File: src/rtl/core/fpt_pkg.sv
// Types, constants and helper functions of the fan PWM / tachometer controller.
// Used by every module in rtl/core; depends on nothing.
package fpt_pkg;

    localparam int FPT_CNT_W     = 32;
    localparam int FPT_SPEED_W   = 20;
    localparam int FPT_DUTY_W    = 7;
    localparam int FPT_DNOW_W    = 8;
    localparam int FPT_CFG_W     = 7;
    localparam int FPT_CFG_IDX_W = 3;
    localparam int FPT_PCT_NUM_W = 27;
    localparam int FPT_STEP_W    = $clog2(FPT_CNT_W + 1);

    localparam logic [FPT_SPEED_W-1:0] FPT_SPEED_SCALE   = FPT_SPEED_W'(1000000);
    localparam logic [FPT_DUTY_W-1:0]  FPT_PCT_FULL      = FPT_DUTY_W'(100);
    localparam logic [FPT_DNOW_W-1:0]  FPT_DUTY_SENTINEL = FPT_DNOW_W'(8'hFF);
    localparam logic [3:0]             FPT_ROUND_HALF    = 4'd4;
    localparam logic [7:0]             FPT_TEN           = 8'd10;

    localparam logic [FPT_STEP_W-1:0] FPT_STEPS_QUO = FPT_STEP_W'(FPT_CNT_W);
    localparam logic [FPT_STEP_W-1:0] FPT_STEPS_SPD = FPT_STEP_W'(FPT_SPEED_W);
    localparam logic [FPT_STEP_W-1:0] FPT_STEPS_PCT = FPT_STEP_W'(FPT_PCT_NUM_W);

    typedef enum logic [2:0] {
        OP_PULSE,
        OP_TICK,
        OP_SET_DUTY,
        OP_OVERDRIVE,
        OP_STOP,
        OP_READ_SPEED,
        OP_CAL_START,
        OP_CAL_SAMPLE
    } fpt_op_t;

    typedef enum logic [FPT_CFG_IDX_W-1:0] {
        CFG_TACH_ENABLE,
        CFG_STEP_MODE,
        CFG_DUTY_MAX,
        CFG_DUTY_MIN,
        CFG_OVERDRIVE_DUTY,
        CFG_ZERO_SPEED_ALERT
    } fpt_cfg_t;

    typedef enum logic [2:0] {
        ST_IDLE,
        ST_QUO,
        ST_SPD,
        ST_PEAK,
        ST_PCT,
        ST_DONE
    } fpt_state_t;

    typedef struct packed {
        logic [2:0] op;
        logic [7:0] sensor_index;
    } fpt_in_t;

    typedef struct packed {
        logic                   pwm_write;
        logic [FPT_DUTY_W-1:0]  pwm_duty;
        logic [FPT_SPEED_W-1:0] speed_raw;
        logic [FPT_DUTY_W-1:0]  speed_percent;
        logic                   speed_ok;
        logic                   cal_ok;
    } fpt_out_t;

    typedef struct packed {
        logic                  start;
        logic [FPT_CNT_W-1:0]  dividend;
        logic [FPT_CNT_W-1:0]  divisor;
        logic [FPT_STEP_W-1:0] steps;
    } fpt_div_req_t;

    typedef struct packed {
        logic                 done;
        logic [FPT_CNT_W-1:0] quotient;
    } fpt_div_rsp_t;

    typedef struct packed {
        logic pulse;
        logic tick;
        logic clear;
    } fpt_tach_cmd_t;

    typedef struct packed {
        logic [FPT_CNT_W-1:0] pulse_count;
        logic [FPT_CNT_W-1:0] elapsed_us;
    } fpt_tach_cnt_t;

    function automatic logic [FPT_DUTY_W-1:0] sat100(input logic [FPT_DNOW_W-1:0] v);
        return (v > FPT_DNOW_W'(FPT_PCT_FULL)) ? FPT_PCT_FULL : v[FPT_DUTY_W-1:0];
    endfunction

    // Round to the nearest multiple of ten; v/10 via reciprocal 205/2048 (exact below 128).
    function automatic logic [7:0] round_ten(input logic [FPT_DUTY_W-1:0] v);
        logic [17:0] prod;
        logic [3:0]  quo;
        logic [7:0]  tens;
        logic [3:0]  rem;
        prod = 18'(v) * 18'd205;
        quo  = prod[14:11];
        tens = 8'(quo) * FPT_TEN;
        rem  = 4'(8'(v) - tens);
        return tens + ((rem > FPT_ROUND_HALF) ? FPT_TEN : 8'd0);
    endfunction

endpackage

File: src/rtl/core/fpt_div.sv
// Radix-2 restoring divider, one quotient bit per cycle, shared by all speed math.
// Depends on fpt_pkg; dividend is left-aligned, steps gives the bit count.
module fpt_div
    import fpt_pkg::*;
(
    input  logic         clk,
    input  logic         rst_n,
    input  fpt_div_req_t req,
    output fpt_div_rsp_t rsp
);

    logic                  busy_reg, busy_next;
    logic                  done_reg, done_next;
    logic [FPT_STEP_W-1:0] cnt_reg, cnt_next;
    logic [FPT_CNT_W-1:0]  num_reg, num_next;
    logic [FPT_CNT_W-1:0]  den_reg, den_next;
    logic [FPT_CNT_W-1:0]  rem_reg, rem_next;
    logic [FPT_CNT_W-1:0]  quo_reg, quo_next;
    logic [FPT_CNT_W:0]    trial;
    logic [FPT_CNT_W:0]    diff;

    assign trial = {rem_reg, num_reg[FPT_CNT_W-1]};
    assign diff  = trial - {1'b0, den_reg};

    always_comb
    begin
        busy_next = busy_reg;
        done_next = 1'b0;
        cnt_next  = cnt_reg;
        num_next  = num_reg;
        den_next  = den_reg;
        rem_next  = rem_reg;
        quo_next  = quo_reg;
        if (req.start)
        begin
            busy_next = 1'b1;
            cnt_next  = req.steps;
            num_next  = req.dividend;
            den_next  = req.divisor;
            rem_next  = '0;
            quo_next  = '0;
        end
        else if (busy_reg)
        begin
            num_next = {num_reg[FPT_CNT_W-2:0], 1'b0};
            cnt_next = cnt_reg - 1'b1;
            if (!diff[FPT_CNT_W])
            begin
                rem_next = diff[FPT_CNT_W-1:0];
                quo_next = {quo_reg[FPT_CNT_W-2:0], 1'b1};
            end
            else
            begin
                rem_next = trial[FPT_CNT_W-1:0];
                quo_next = {quo_reg[FPT_CNT_W-2:0], 1'b0};
            end
            if (cnt_reg == FPT_STEP_W'(1))
            begin
                busy_next = 1'b0;
                done_next = 1'b1;
            end
        end
    end

    always_ff @(posedge clk or negedge rst_n)
    begin
        if (!rst_n)
        begin
            busy_reg <= 1'b0;
            done_reg <= 1'b0;
            cnt_reg  <= '0;
        end
        else
        begin
            busy_reg <= busy_next;
            done_reg <= done_next;
            cnt_reg  <= cnt_next;
        end
    end

    always_ff @(posedge clk)
    begin
        num_reg <= num_next;
        den_reg <= den_next;
        rem_reg <= rem_next;
        quo_reg <= quo_next;
    end

    assign rsp.done     = done_reg;
    assign rsp.quotient = quo_reg;

endmodule

File: src/rtl/core/fpt_tach.sv
// Saturating tachometer pulse counter and microsecond elapsed counter.
// Depends on fpt_pkg; cleared by the controller when a speed read starts.
module fpt_tach
    import fpt_pkg::*;
(
    input  logic          clk,
    input  logic          rst_n,
    input  fpt_tach_cmd_t cmd,
    output fpt_tach_cnt_t cnt
);

    logic [FPT_CNT_W-1:0] pulse_count_reg, pulse_count_next;
    logic [FPT_CNT_W-1:0] elapsed_us_reg, elapsed_us_next;

    always_comb
    begin
        pulse_count_next = pulse_count_reg;
        elapsed_us_next  = elapsed_us_reg;
        if (cmd.clear)
        begin
            pulse_count_next = '0;
            elapsed_us_next  = '0;
        end
        else
        begin
            // hold at all ones
            if (cmd.pulse && (pulse_count_reg != '1))
            begin
                pulse_count_next = pulse_count_reg + 1'b1;
            end
            if (cmd.tick && (elapsed_us_reg != '1))
            begin
                elapsed_us_next = elapsed_us_reg + 1'b1;
            end
        end
    end

    always_ff @(posedge clk or negedge rst_n)
    begin
        if (!rst_n)
        begin
            pulse_count_reg <= '0;
            elapsed_us_reg  <= '0;
        end
        else
        begin
            pulse_count_reg <= pulse_count_next;
            elapsed_us_reg  <= elapsed_us_next;
        end
    end

    assign cnt.pulse_count = pulse_count_reg;
    assign cnt.elapsed_us  = elapsed_us_reg;

endmodule

File: src/rtl/core/fan_pwm_tach_controller.sv
// Fan controller: PWM duty commands and tachometer speed measurement.
// Depends on fpt_pkg, fpt_tach (counters) and fpt_div (serial divider).
//
// Usage:
//   Input channel (in_valid / in_stall / in_data) carries one command per transfer;
//   every command yields exactly one result on the output channel
//   (out_valid / out_stall / out_data). Configuration is written through
//   cfg_wr_en / cfg_index / cfg_data while no command is outstanding.
// Command paths:
//   Pulse, tick, set-duty, overdrive, stop, calibrate-start and read-speed with
//   the tachometer off register their result at the accepting edge; while the
//   output is not stalled a new command may transfer every cycle. Other reads
//   and every calibrate-sample hold in_stall until the result is emitted: the
//   shared radix-2 divider gives one quotient bit per cycle for elapsed/pulses
//   (32 bits), 1000000/quotient (20 bits) and the percent of the peak (27 bits).
// Reset: duty, speed, peak and counters clear; registers take their defaults.
// Output stall: the result holds in the output register; one more command is
//   accepted and its result parked until the output register frees.
module fan_pwm_tach_controller
    import fpt_pkg::*;
(
    input  logic                     clk,
    input  logic                     rst_n,
    input  logic                     cfg_wr_en,
    input  logic [FPT_CFG_IDX_W-1:0] cfg_index,
    input  logic [FPT_CFG_W-1:0]     cfg_data,
    input  logic                     in_valid,
    output logic                     in_stall,
    input  fpt_in_t                  in_data,
    output logic                     out_valid,
    input  logic                     out_stall,
    output fpt_out_t                 out_data
);

    // configuration
    logic                  tach_enable_reg, tach_enable_next;
    logic                  step_mode_reg, step_mode_next;
    logic [FPT_DUTY_W-1:0] duty_max_reg, duty_max_next;
    logic [FPT_DUTY_W-1:0] duty_min_reg, duty_min_next;
    logic [FPT_DUTY_W-1:0] overdrive_duty_reg, overdrive_duty_next;
    logic                  zero_speed_alert_reg, zero_speed_alert_next;

    // control and state
    fpt_state_t             state_reg, state_next;
    logic [FPT_DNOW_W-1:0]  duty_now_reg, duty_now_next;
    logic [FPT_SPEED_W-1:0] speed_last_reg, speed_last_next;
    logic [FPT_SPEED_W-1:0] speed_peak_reg, speed_peak_next;
    logic [FPT_DUTY_W-1:0]  pct_reg, pct_next;
    logic                   ok_reg, ok_next;
    logic                   is_sample_reg, is_sample_next;
    logic                   out_valid_reg, out_valid_next;
    fpt_out_t               out_reg, out_next;
    fpt_out_t               res_reg, res_next;

    fpt_op_t       in_op;
    logic          in_accept;
    logic          out_free;
    logic          slow_op;
    fpt_div_req_t  div_req;
    fpt_div_rsp_t  div_rsp;
    fpt_tach_cmd_t tach_cmd;
    fpt_tach_cnt_t tach_cnt;

    logic [FPT_DUTY_W-1:0]    dc_clamp;
    logic [7:0]               dc_step;
    logic [7:0]               dc_raise;
    logic [FPT_DUTY_W-1:0]    dc_final;
    logic [FPT_SPEED_W-1:0]   peak_new;
    logic                     ok_calc;
    logic [FPT_PCT_NUM_W-1:0] pct_num;

    logic                  emit;
    logic                  wr_c;
    logic [FPT_DUTY_W-1:0] wduty_c;
    logic                  ok_c;
    fpt_out_t              res_now;

    fpt_tach u_tach (
        .clk   (clk),
        .rst_n (rst_n),
        .cmd   (tach_cmd),
        .cnt   (tach_cnt)
    );

    fpt_div u_div (
        .clk   (clk),
        .rst_n (rst_n),
        .req   (div_req),
        .rsp   (div_rsp)
    );

    assign in_op     = fpt_op_t'(in_data.op);
    assign in_stall  = (state_reg != ST_IDLE);
    assign in_accept = in_valid && !in_stall;
    assign out_free  = !out_valid_reg || !out_stall;
    assign slow_op   = ((in_op == OP_READ_SPEED) && tach_enable_reg) || (in_op == OP_CAL_SAMPLE);

    // set-duty path: clamp, optional rounding, minimum raise, saturate
    assign dc_clamp = (in_data.sensor_index < {1'b0, duty_max_reg}) ?
                      in_data.sensor_index[FPT_DUTY_W-1:0] : duty_max_reg;
    assign dc_step  = step_mode_reg ? round_ten(dc_clamp) : {1'b0, dc_clamp};
    assign dc_raise = ((dc_step != 8'd0) && (dc_step < {1'b0, duty_min_reg})) ?
                      {1'b0, duty_min_reg} : dc_step;
    assign dc_final = sat100(dc_raise);

    assign peak_new = (is_sample_reg && (speed_last_reg > speed_peak_reg)) ?
                      speed_last_reg : speed_peak_reg;
    assign ok_calc  = !(tach_enable_reg && zero_speed_alert_reg &&
                        (duty_now_reg != '0) && (speed_last_reg == '0));
    assign pct_num  = FPT_PCT_NUM_W'(speed_last_reg) * FPT_PCT_NUM_W'(FPT_PCT_FULL);

    // configuration writes
    always_comb
    begin
        tach_enable_next      = tach_enable_reg;
        step_mode_next        = step_mode_reg;
        duty_max_next         = duty_max_reg;
        duty_min_next         = duty_min_reg;
        overdrive_duty_next   = overdrive_duty_reg;
        zero_speed_alert_next = zero_speed_alert_reg;
        if (cfg_wr_en)
        begin
            case (fpt_cfg_t'(cfg_index))
                CFG_TACH_ENABLE:      tach_enable_next      = cfg_data[0];
                CFG_STEP_MODE:        step_mode_next        = cfg_data[0];
                CFG_DUTY_MAX:         duty_max_next         = cfg_data;
                CFG_DUTY_MIN:         duty_min_next         = cfg_data;
                CFG_OVERDRIVE_DUTY:   overdrive_duty_next   = cfg_data;
                CFG_ZERO_SPEED_ALERT: zero_speed_alert_next = cfg_data[0];
                default:              ;
            endcase
        end
    end

    // next state
    always_comb
    begin
        state_next = state_reg;
        case (state_reg)
            ST_IDLE:
            begin
                if (in_accept)
                begin
                    if (slow_op)
                    begin
                        if (tach_enable_reg && (tach_cnt.pulse_count != '0))
                        begin
                            state_next = ST_QUO;
                        end
                        else
                        begin
                            state_next = ST_PEAK;
                        end
                    end
                    else if (!out_free)
                    begin
                        state_next = ST_DONE;
                    end
                end
            end
            ST_QUO:
            begin
                if (div_rsp.done)
                begin
                    state_next = (div_rsp.quotient == '0) ? ST_PEAK : ST_SPD;
                end
            end
            ST_SPD:
            begin
                if (div_rsp.done)
                begin
                    state_next = ST_PEAK;
                end
            end
            ST_PEAK:
            begin
                if (peak_new != '0)
                begin
                    state_next = ST_PCT;
                end
                else
                begin
                    state_next = out_free ? ST_IDLE : ST_DONE;
                end
            end
            ST_PCT:
            begin
                if (div_rsp.done)
                begin
                    state_next = out_free ? ST_IDLE : ST_DONE;
                end
            end
            ST_DONE:
            begin
                if (out_free)
                begin
                    state_next = ST_IDLE;
                end
            end
            default:
            begin
                state_next = ST_IDLE;
            end
        endcase
    end

    // datapath and outputs
    always_comb
    begin
        duty_now_next   = duty_now_reg;
        speed_last_next = speed_last_reg;
        speed_peak_next = speed_peak_reg;
        pct_next        = pct_reg;
        ok_next         = ok_reg;
        is_sample_next  = is_sample_reg;
        res_next        = res_reg;
        out_next        = out_reg;
        out_valid_next  = out_valid_reg && out_stall;
        tach_cmd        = '0;
        div_req         = '0;
        emit            = 1'b0;
        wr_c            = 1'b0;
        wduty_c         = '0;
        ok_c            = 1'b1;

        case (state_reg)
            ST_IDLE:
            begin
                if (in_accept)
                begin
                    is_sample_next = (in_op == OP_CAL_SAMPLE);
                    emit           = !slow_op;
                    case (in_op)
                        OP_PULSE:
                        begin
                            tach_cmd.pulse = 1'b1;
                        end
                        OP_TICK:
                        begin
                            tach_cmd.tick = 1'b1;
                        end
                        OP_SET_DUTY:
                        begin
                            // write only on change
                            if ({1'b0, dc_final} != duty_now_reg)
                            begin
                                duty_now_next = {1'b0, dc_final};
                                wr_c          = 1'b1;
                                wduty_c       = dc_final;
                            end
                        end
                        OP_OVERDRIVE:
                        begin
                            duty_now_next = {1'b0, sat100({1'b0, overdrive_duty_reg})};
                            wr_c          = 1'b1;
                            wduty_c       = sat100({1'b0, overdrive_duty_reg});
                        end
                        OP_STOP:
                        begin
                            duty_now_next = '0;
                            wr_c          = 1'b1;
                            wduty_c       = '0;
                        end
                        OP_CAL_START:
                        begin
                            duty_now_next   = FPT_DUTY_SENTINEL;
                            wr_c            = 1'b1;
                            wduty_c         = FPT_PCT_FULL;
                            speed_peak_next = '0;
                            pct_next        = '0;
                        end
                        OP_READ_SPEED, OP_CAL_SAMPLE:
                        begin
                            if (tach_enable_reg)
                            begin
                                tach_cmd.clear = 1'b1;
                                if (tach_cnt.pulse_count == '0)
                                begin
                                    speed_last_next = '0;
                                end
                                else
                                begin
                                    div_req.start    = 1'b1;
                                    div_req.dividend = tach_cnt.elapsed_us;
                                    div_req.divisor  = tach_cnt.pulse_count;
                                    div_req.steps    = FPT_STEPS_QUO;
                                end
                            end
                        end
                        default:
                        begin
                        end
                    endcase
                end
            end
            ST_QUO:
            begin
                if (div_rsp.done)
                begin
                    // zero quotient saturates the speed
                    if (div_rsp.quotient == '0)
                    begin
                        speed_last_next = FPT_SPEED_SCALE;
                    end
                    else
                    begin
                        div_req.start    = 1'b1;
                        div_req.dividend = {FPT_SPEED_SCALE, {(FPT_CNT_W - FPT_SPEED_W){1'b0}}};
                        div_req.divisor  = div_rsp.quotient;
                        div_req.steps    = FPT_STEPS_SPD;
                    end
                end
            end
            ST_SPD:
            begin
                if (div_rsp.done)
                begin
                    speed_last_next = div_rsp.quotient[FPT_SPEED_W-1:0];
                end
            end
            ST_PEAK:
            begin
                speed_peak_next = peak_new;
                ok_next         = ok_calc;
                ok_c            = ok_calc;
                if (peak_new == '0)
                begin
                    pct_next = '0;
                    emit     = 1'b1;
                end
                else
                begin
                    div_req.start    = 1'b1;
                    div_req.dividend = {pct_num, {(FPT_CNT_W - FPT_PCT_NUM_W){1'b0}}};
                    div_req.divisor  = FPT_CNT_W'(peak_new);
                    div_req.steps    = FPT_STEPS_PCT;
                end
            end
            ST_PCT:
            begin
                ok_c = ok_reg;
                if (div_rsp.done)
                begin
                    pct_next = (div_rsp.quotient > FPT_CNT_W'(FPT_PCT_FULL)) ?
                               FPT_PCT_FULL : div_rsp.quotient[FPT_DUTY_W-1:0];
                    emit     = 1'b1;
                end
            end
            ST_DONE:
            begin
                if (out_free)
                begin
                    out_next       = res_reg;
                    out_valid_next = 1'b1;
                end
            end
            default:
            begin
            end
        endcase

        res_now.pwm_write     = wr_c;
        res_now.pwm_duty      = wr_c ? wduty_c : sat100(duty_now_next);
        res_now.speed_raw     = speed_last_next;
        res_now.speed_percent = tach_enable_reg ? pct_next : sat100(duty_now_next);
        res_now.speed_ok      = ok_c;
        res_now.cal_ok        = (speed_peak_next != '0);

        // deliver the result, or park it when the output register is still occupied
        if (emit)
        begin
            if (out_free)
            begin
                out_next       = res_now;
                out_valid_next = 1'b1;
            end
            else
            begin
                res_next = res_now;
            end
        end
    end

    always_ff @(posedge clk or negedge rst_n)
    begin
        if (!rst_n)
        begin
            tach_enable_reg      <= 1'b1;
            step_mode_reg        <= 1'b0;
            duty_max_reg         <= FPT_PCT_FULL;
            duty_min_reg         <= '0;
            overdrive_duty_reg   <= FPT_PCT_FULL;
            zero_speed_alert_reg <= 1'b1;
            state_reg            <= ST_IDLE;
            duty_now_reg         <= '0;
            speed_last_reg       <= '0;
            speed_peak_reg       <= '0;
            pct_reg              <= '0;
            ok_reg               <= 1'b1;
            is_sample_reg        <= 1'b0;
            out_valid_reg        <= 1'b0;
        end
        else
        begin
            tach_enable_reg      <= tach_enable_next;
            step_mode_reg        <= step_mode_next;
            duty_max_reg         <= duty_max_next;
            duty_min_reg         <= duty_min_next;
            overdrive_duty_reg   <= overdrive_duty_next;
            zero_speed_alert_reg <= zero_speed_alert_next;
            state_reg            <= state_next;
            duty_now_reg         <= duty_now_next;
            speed_last_reg       <= speed_last_next;
            speed_peak_reg       <= speed_peak_next;
            pct_reg              <= pct_next;
            ok_reg               <= ok_next;
            is_sample_reg        <= is_sample_next;
            out_valid_reg        <= out_valid_next;
        end
    end

    always_ff @(posedge clk)
    begin
        out_reg <= out_next;
        res_reg <= res_next;
    end

    assign out_valid = out_valid_reg;
    assign out_data  = out_reg;

endmodule

File: config.mk
export PLATFORM = sky130hd
export DESIGN_NAME = fan_pwm_tach_controller
export DESIGN_NICKNAME = d
export VERILOG_FILES = /design/src/rtl/core/fpt_pkg.sv /design/src/rtl/core/fpt_div.sv /design/src/rtl/core/fpt_tach.sv /design/src/rtl/core/fan_pwm_tach_controller.sv
export SDC_FILE = /design/constraint.sdc
export NUM_CORES = 1
export LEC_CHECK = 0
export BUFFER_PORTS_ARGS = -buffer_cell sky130_fd_sc_hd__buf_4
export CAP_MARGIN = 30
export CORE_ASPECT_RATIO = 1.2
export CORE_MARGIN = 2
export CORE_UTILIZATION = 60
export DETAILED_ROUTE_END_ITERATION = 8
export PLACE_DENSITY = 0.82
export SLEW_MARGIN = 20
export SYNTH_ARGS = -nofsm -noshare
export SYNTH_HDL_FRONTEND = slang
export SYNTH_SLANG_ARGS = --single-unit
File: constraint.sdc
create_clock -name clk -period 17 [get_ports clk]
set_input_delay 0.85 -clock clk [delete_from_list [all_inputs] [get_ports clk]]
set_output_delay 0.85 -clock clk [all_outputs]
set_load 0.02 [all_outputs]
After elaboration in Yosys (flattened, before gate mapping)
Index checks and enable logic that the tools add are counted.
- register bits: 359
- logic and storage cells: 219
- add/subtract/negate cells: 6
- $mul: 3
- order comparisons: 8
- equal/unequal tests: 27
- mux-type cells: 94
- bitwise gates (word level): 1
- reductions and logical operators: 45
- operators with widths (operator ; number):
    two-way mux 71 bit ; 7
    two-way mux 32 bit ; 7
    case mux 71 bit (3 select lines) ; 1
    two-way mux 20 bit ; 10
    two-way mux 37 bit ; 4
    two-way mux 7 bit ; 14
    adder 32 x 1 -> 32 bit, second input constant ; 2
    logical NOT 32 bit ; 2
    inequality test 32 bit, second input constant ; 2
    case mux 20 bit (3 select lines) ; 1
    case mux 7 bit (3 select lines) ; 2
    logical NOT 20 bit ; 2
    two-way mux 8 bit ; 5
    case mux 20 bit (2 select lines) ; 1
    nonzero test 20 bit ; 2
    two-way mux 3 bit ; 11
    subtractor 33 x 32 -> 33 bit ; 1
    greater-than comparator 32 x 7 -> 1 bit, second input constant ; 1
    case mux 8 bit (4 select lines) ; 1
    nonzero test 32 bit ; 1
    multiplier 20 x 5 -> 25 bit, second input constant ; 1
    equality test 3 bit, second input constant ; 8
    two-way mux 1 bit ; 22
    greater-than comparator 20 bit ; 1
    34 further kinds ; 75

Longest topological paths before layout
- depth after elaboration: 24
- mapped depth: 53

By module
From an unflattened synthesis, not the netlist that was laid out.
- cells, all modules: 2590
- area, all modules: 23781.6 um^2
- by module, submodules not included (module ; instances ; cells each ; area each (um^2) ; sequential area each (um^2)):
    fan_pwm_tach_controller ; 1 ; 1451 ; 12883.6 ; 3990.1
    fpt_div ; 1 ; 738 ; 7265.7 ; 3403.3
    fpt_tach ; 1 ; 401 ; 3632.2 ; 1601.5

Worst setup path after synthesis
Ideal clock, no wire load.
- path type: input port to flip-flop
- start point: input port in_data[6] (netlist name)
- end point: register out_reg, in the netlist out_data[30]
- data arrival time: 11.364 ns
- required time: 16.926 ns
- slack: 5.562 ns
- stages: 47
- cell sequence: ha_1 > a211oi_2 > nand3_1 > a31oi_1 > clkbuf_1 > nor2_1 > a21oi_1 > ha_1 > fa_1 > inv_1 > ha_1 > ha_1 > ha_1 > a21o_1 > a21oi_1 > o21ai_0 > a32o_1 > a31oi_1 > [... 11 more ...] > ha_1 > a21oi_1 > o21a_1 > o41ai_1 > a311o_1 > buf_1 > nor3b_1 > o2111ai_1 > o21a_1 > buf_6 > or4_4 > a221oi_4 > a31oi_1 > o22ai_2 > inv_2 > o31ai_4 > o211ai_1 > a31oi_1
- RTL lines (item ; line ; text):
    start, declared ; fan_pwm_tach_controller.sv:29 ; input fpt_in_t in_data,
    end signal, assigned ; fan_pwm_tach_controller.sv:424 ; out_reg <= out_next;
    end, declared ; fan_pwm_tach_controller.sv:52 ; fpt_out_t out_reg, out_next;

==> impl_metrics.csv <==
group,metric,value,unit
global_route,grt_pass1_vias,18012,
synthesis,synth_cell_types,92,
die,fp.dieW,179,um
synthesis,synth-seq-cells,359,
clock_network,path_clk_slew,0.07,ns
synthesis,async_flop_share,0.437,
global_route,grt_overflow,0,
global_route,met1_usage,0.364,
synthesis,yosys_most_used_dff,"dfrtp_1",
sta,rsz0062_at_grt,"no",
critical_path,cp-start-kind,"flop",
sta,setup_viol,0,
power_and_ir_drop,power.density,214,mW/mm^2
global_route,grt_antenna_before_repair,0,
job,max_cap_viol_count,0,
synthesis,syn_inst,2382,
synthesis,postSynthAreaPerCell,9.26,sq um
placed_design,gp_congestion,0.945,
min_path,min_path_type,"in -> async",
synthesis,ys_seq_area_frac,0.408,
power_and_ir_drop,p_int,2.89,mW
global_route,use_met3,0.0415,
global_route,grt_pass1_wl,92200,um
placed_design,portBuffers,64,
clock_network,cts_buffers,39,
clock_network,cts_resized,0,
critical_path,crit_arrival,13.20,ns
power_and_ir_drop,netSwitchingFraction,0.447,
finish,finalNetCount,2647,
clock_network,postCtsHoldBufs,0,
sta,period_minus_slack,12.70,ns
critical_path,cp_slowest_cell,"fa_1",
critical_path,worstPathMaxFanout,13,
finish,post-route-util,0.679,
clock_network,cts_tree,"built",
sta,final-hold-violation-count,0,
routing,firstDrtPassIters,8,
clock_network,clockBufferDepth,3,
critical_path,criticalPathCategory,"reg -> reg",
placed_design,place_inst,2837,
routing,vias,18168,
synthesis,synth.cell_area,0.0221,sq mm
critical_path,critPathCaptureType,"flop",
global_route,grt-busiest-layer,"met2",
die,initial_core_util,0.612,
sta,fmax,0.0787,GHz
routing,detail-route-antenna-nets,0,
clock_network,clock_sinks,359,
global_route,grt_usage,0.300,
routing,drc,0,
power_and_ir_drop,power.leakage,11.2,nW
placed_design,place_ws,3.89,ns
routing,drt_iter0_drc,1517,
power_and_ir_drop,clkPwrFrac,0.180,
finish,num-fill-cells,2765,
power_and_ir_drop,pwr-share-comb,0.560,
die,coreArea,0.0360,sq mm
sta,setup_slack,4.30,ns
finish,drive_gt1_frac,0.0896,
sta,setup_tns,0,ns
finish,area_growth,10.9,%
sta,worstMarginPinSlew,0.975,ns
synthesis,synth_warnings,0,
routing,via_per_inst,6.24,
synthesis,synth_edf_count,101,
sta,slew_violations,0,
clock_network,cts-root-buf,"clkbuf_16",
finish,fin_cells,2913,
power_and_ir_drop,switchingPower,2.34,mW
finish,n_antenna_cell,0,
critical_path,cpMostUsedCell,"o21ai_0",
sta,skew,0.0291,ns
die,die_y,214,um
clock_network,clkLatencyLatePin,0.57,ns
die,core.rowCount,76,
outcome,status,"finished clean",
global_route,grt_max_degree,99,
global_route,grt_use_met2,0.534,
die,dieArea,0.0383,sq mm
power_and_ir_drop,seq_power_share,0.260,
synthesis,syn_nets,2614,
power_and_ir_drop,total_power,5.24,mW
sta,slew_headroom,0.331,
critical_path,cpPeakStageDelay,0.54,ns
routing,wire_per_inst,19.6,um
clock_network,htreeDepth,2,
placed_design,hpwl,40900,um
clock_network,post_cts_buffers,0,
critical_path,cp_data_required_time,17.50,ns
routing,wirelength,57100,um
sta,final.period_utilization,0.747,
die,ios,65,
power_and_ir_drop,ir_drop,278,uV
-- Yosys cell counts (all sizes together) (17+ instances only) --
library cell | instances | area (sq um)
inv | 238 | 893
nand2b | 20 | 125
nor2 | 278 | 1050
fa | 26 | 521
a31oi | 19 | 125
or3 | 17 | 111
nor4 | 36 | 225
a21oi | 148 | 744
a22oi | 28 | 210
a22o | 35 | 307
a21o | 42 | 315
nand4 | 32 | 200
a221o | 30 | 300
dfrtp | 148 | 3700
mux2i | 47 | 483
ha | 180 | 2250
and3 | 20 | 125
clkbuf | 88 | 332
dfxtp | 101 | 2020
nand2 | 152 | 571
xnor2 | 50 | 438
nand3 | 39 | 200
nor2b | 17 | 106
edfxtp | 101 | 3030
nor3 | 41 | 205
xor2 | 55 | 489
a211oi | 27 | 208
o21ai | 153 | 769
mux2 | 19 | 214
-- cell usage in the layout (no fill, tap or decap), drive strengths merged, types with 87 or more instances in the layout --
cell,count
buf,87
ha,180
inv,242
dfrtp,148
nor2,278
nand2,152
dfxtp,101
edfxtp,101
o21ai,153
a21oi,148
-- cell families after synthesis --
group	Yosys count	synth area share
AOI/OAI and AO/OA	612	0.187
xor gates and xnor gates	105	0.0420
adders and majority gates	206	0.126
buffers and inverters	335	0.0574
DFF	359	0.408
muxes	66	0.0316
and+or+nand+nor	699	0.148
-- critical path, delay by kind of cell (launching register included) --
family / cells / cell delay (ns)
xor gates and xnor gates: 2 / 0.54
adders and majority gates: 8 / 2.91
and+or+nand+nor: 9 / 2.24
DFF: 1 / 0.51
AOI/OAI and AO/OA: 23 / 5.82
buffers and inverters: 5 / 0.60
-- through the flow --
stage | cell area (sq um) | hold slack [ns]
after floorplan | 22100 | 0.449
after global placement | 22900 | 0.441
after detailed placement | 23000 | 0.447
after CTS | 24400 | 0.413
after global routing | 24500 | 0.204
final | 24500 | 0.174
-- final cells by class --
| cell class | count | area [sq um] | area share |
|---|---|---|---|
| sequential | 359 | 9000 | 0.368 |
| timing repair buffer | 87 | 726 | 0.0297 |
| clock inverter | 20 | 339 | 0.0139 |
| tap | 468 | 586 | 0.0239 |
| clock buffer | 51 | 1070 | 0.0438 |
| multi-input combinational | 1688 | 11800 | 0.484 |
| inverter | 240 | 901 | 0.0368 |
-- power by group through the flow --
stage / Combinational (mW) / Clock [mW] / Sequential (mW)
floorplan: 2.26 / 0 / 1.32
global placement: 2.80 / 0 / 1.36
detailed placement: 2.87 / 0 / 1.37
CTS: 2.90 / 0.950 / 1.36
global route: 3.26 / 0.985 / 1.39
finish: 2.93 / 0.940 / 1.36
-- per-layer routing --
layer / part of all wire / wire length [um]
met1: 0.39 / 22400
met2: 0.51 / 29400
met3: 0.055 / 3140
met4: 0.038 / 2160
met5: 0 / 0
-- worst paths after layout --
check,start,to,slack (ns),cells past startpoint
max,duty_max_reg[6],out_data[5],4.30,47
min reg2reg,out_data[16],out_data[16],0.46,2
min,rst_n,out_valid,0.17,1
min in group clk,out_data[16],out_data[16],0.46,2
max reg2reg,duty_max_reg[6],out_data[5],4.30,47
max in group asynchronous,rst_n,u_div.busy_reg,15.20,3
(Power assumes the default switching activity.)
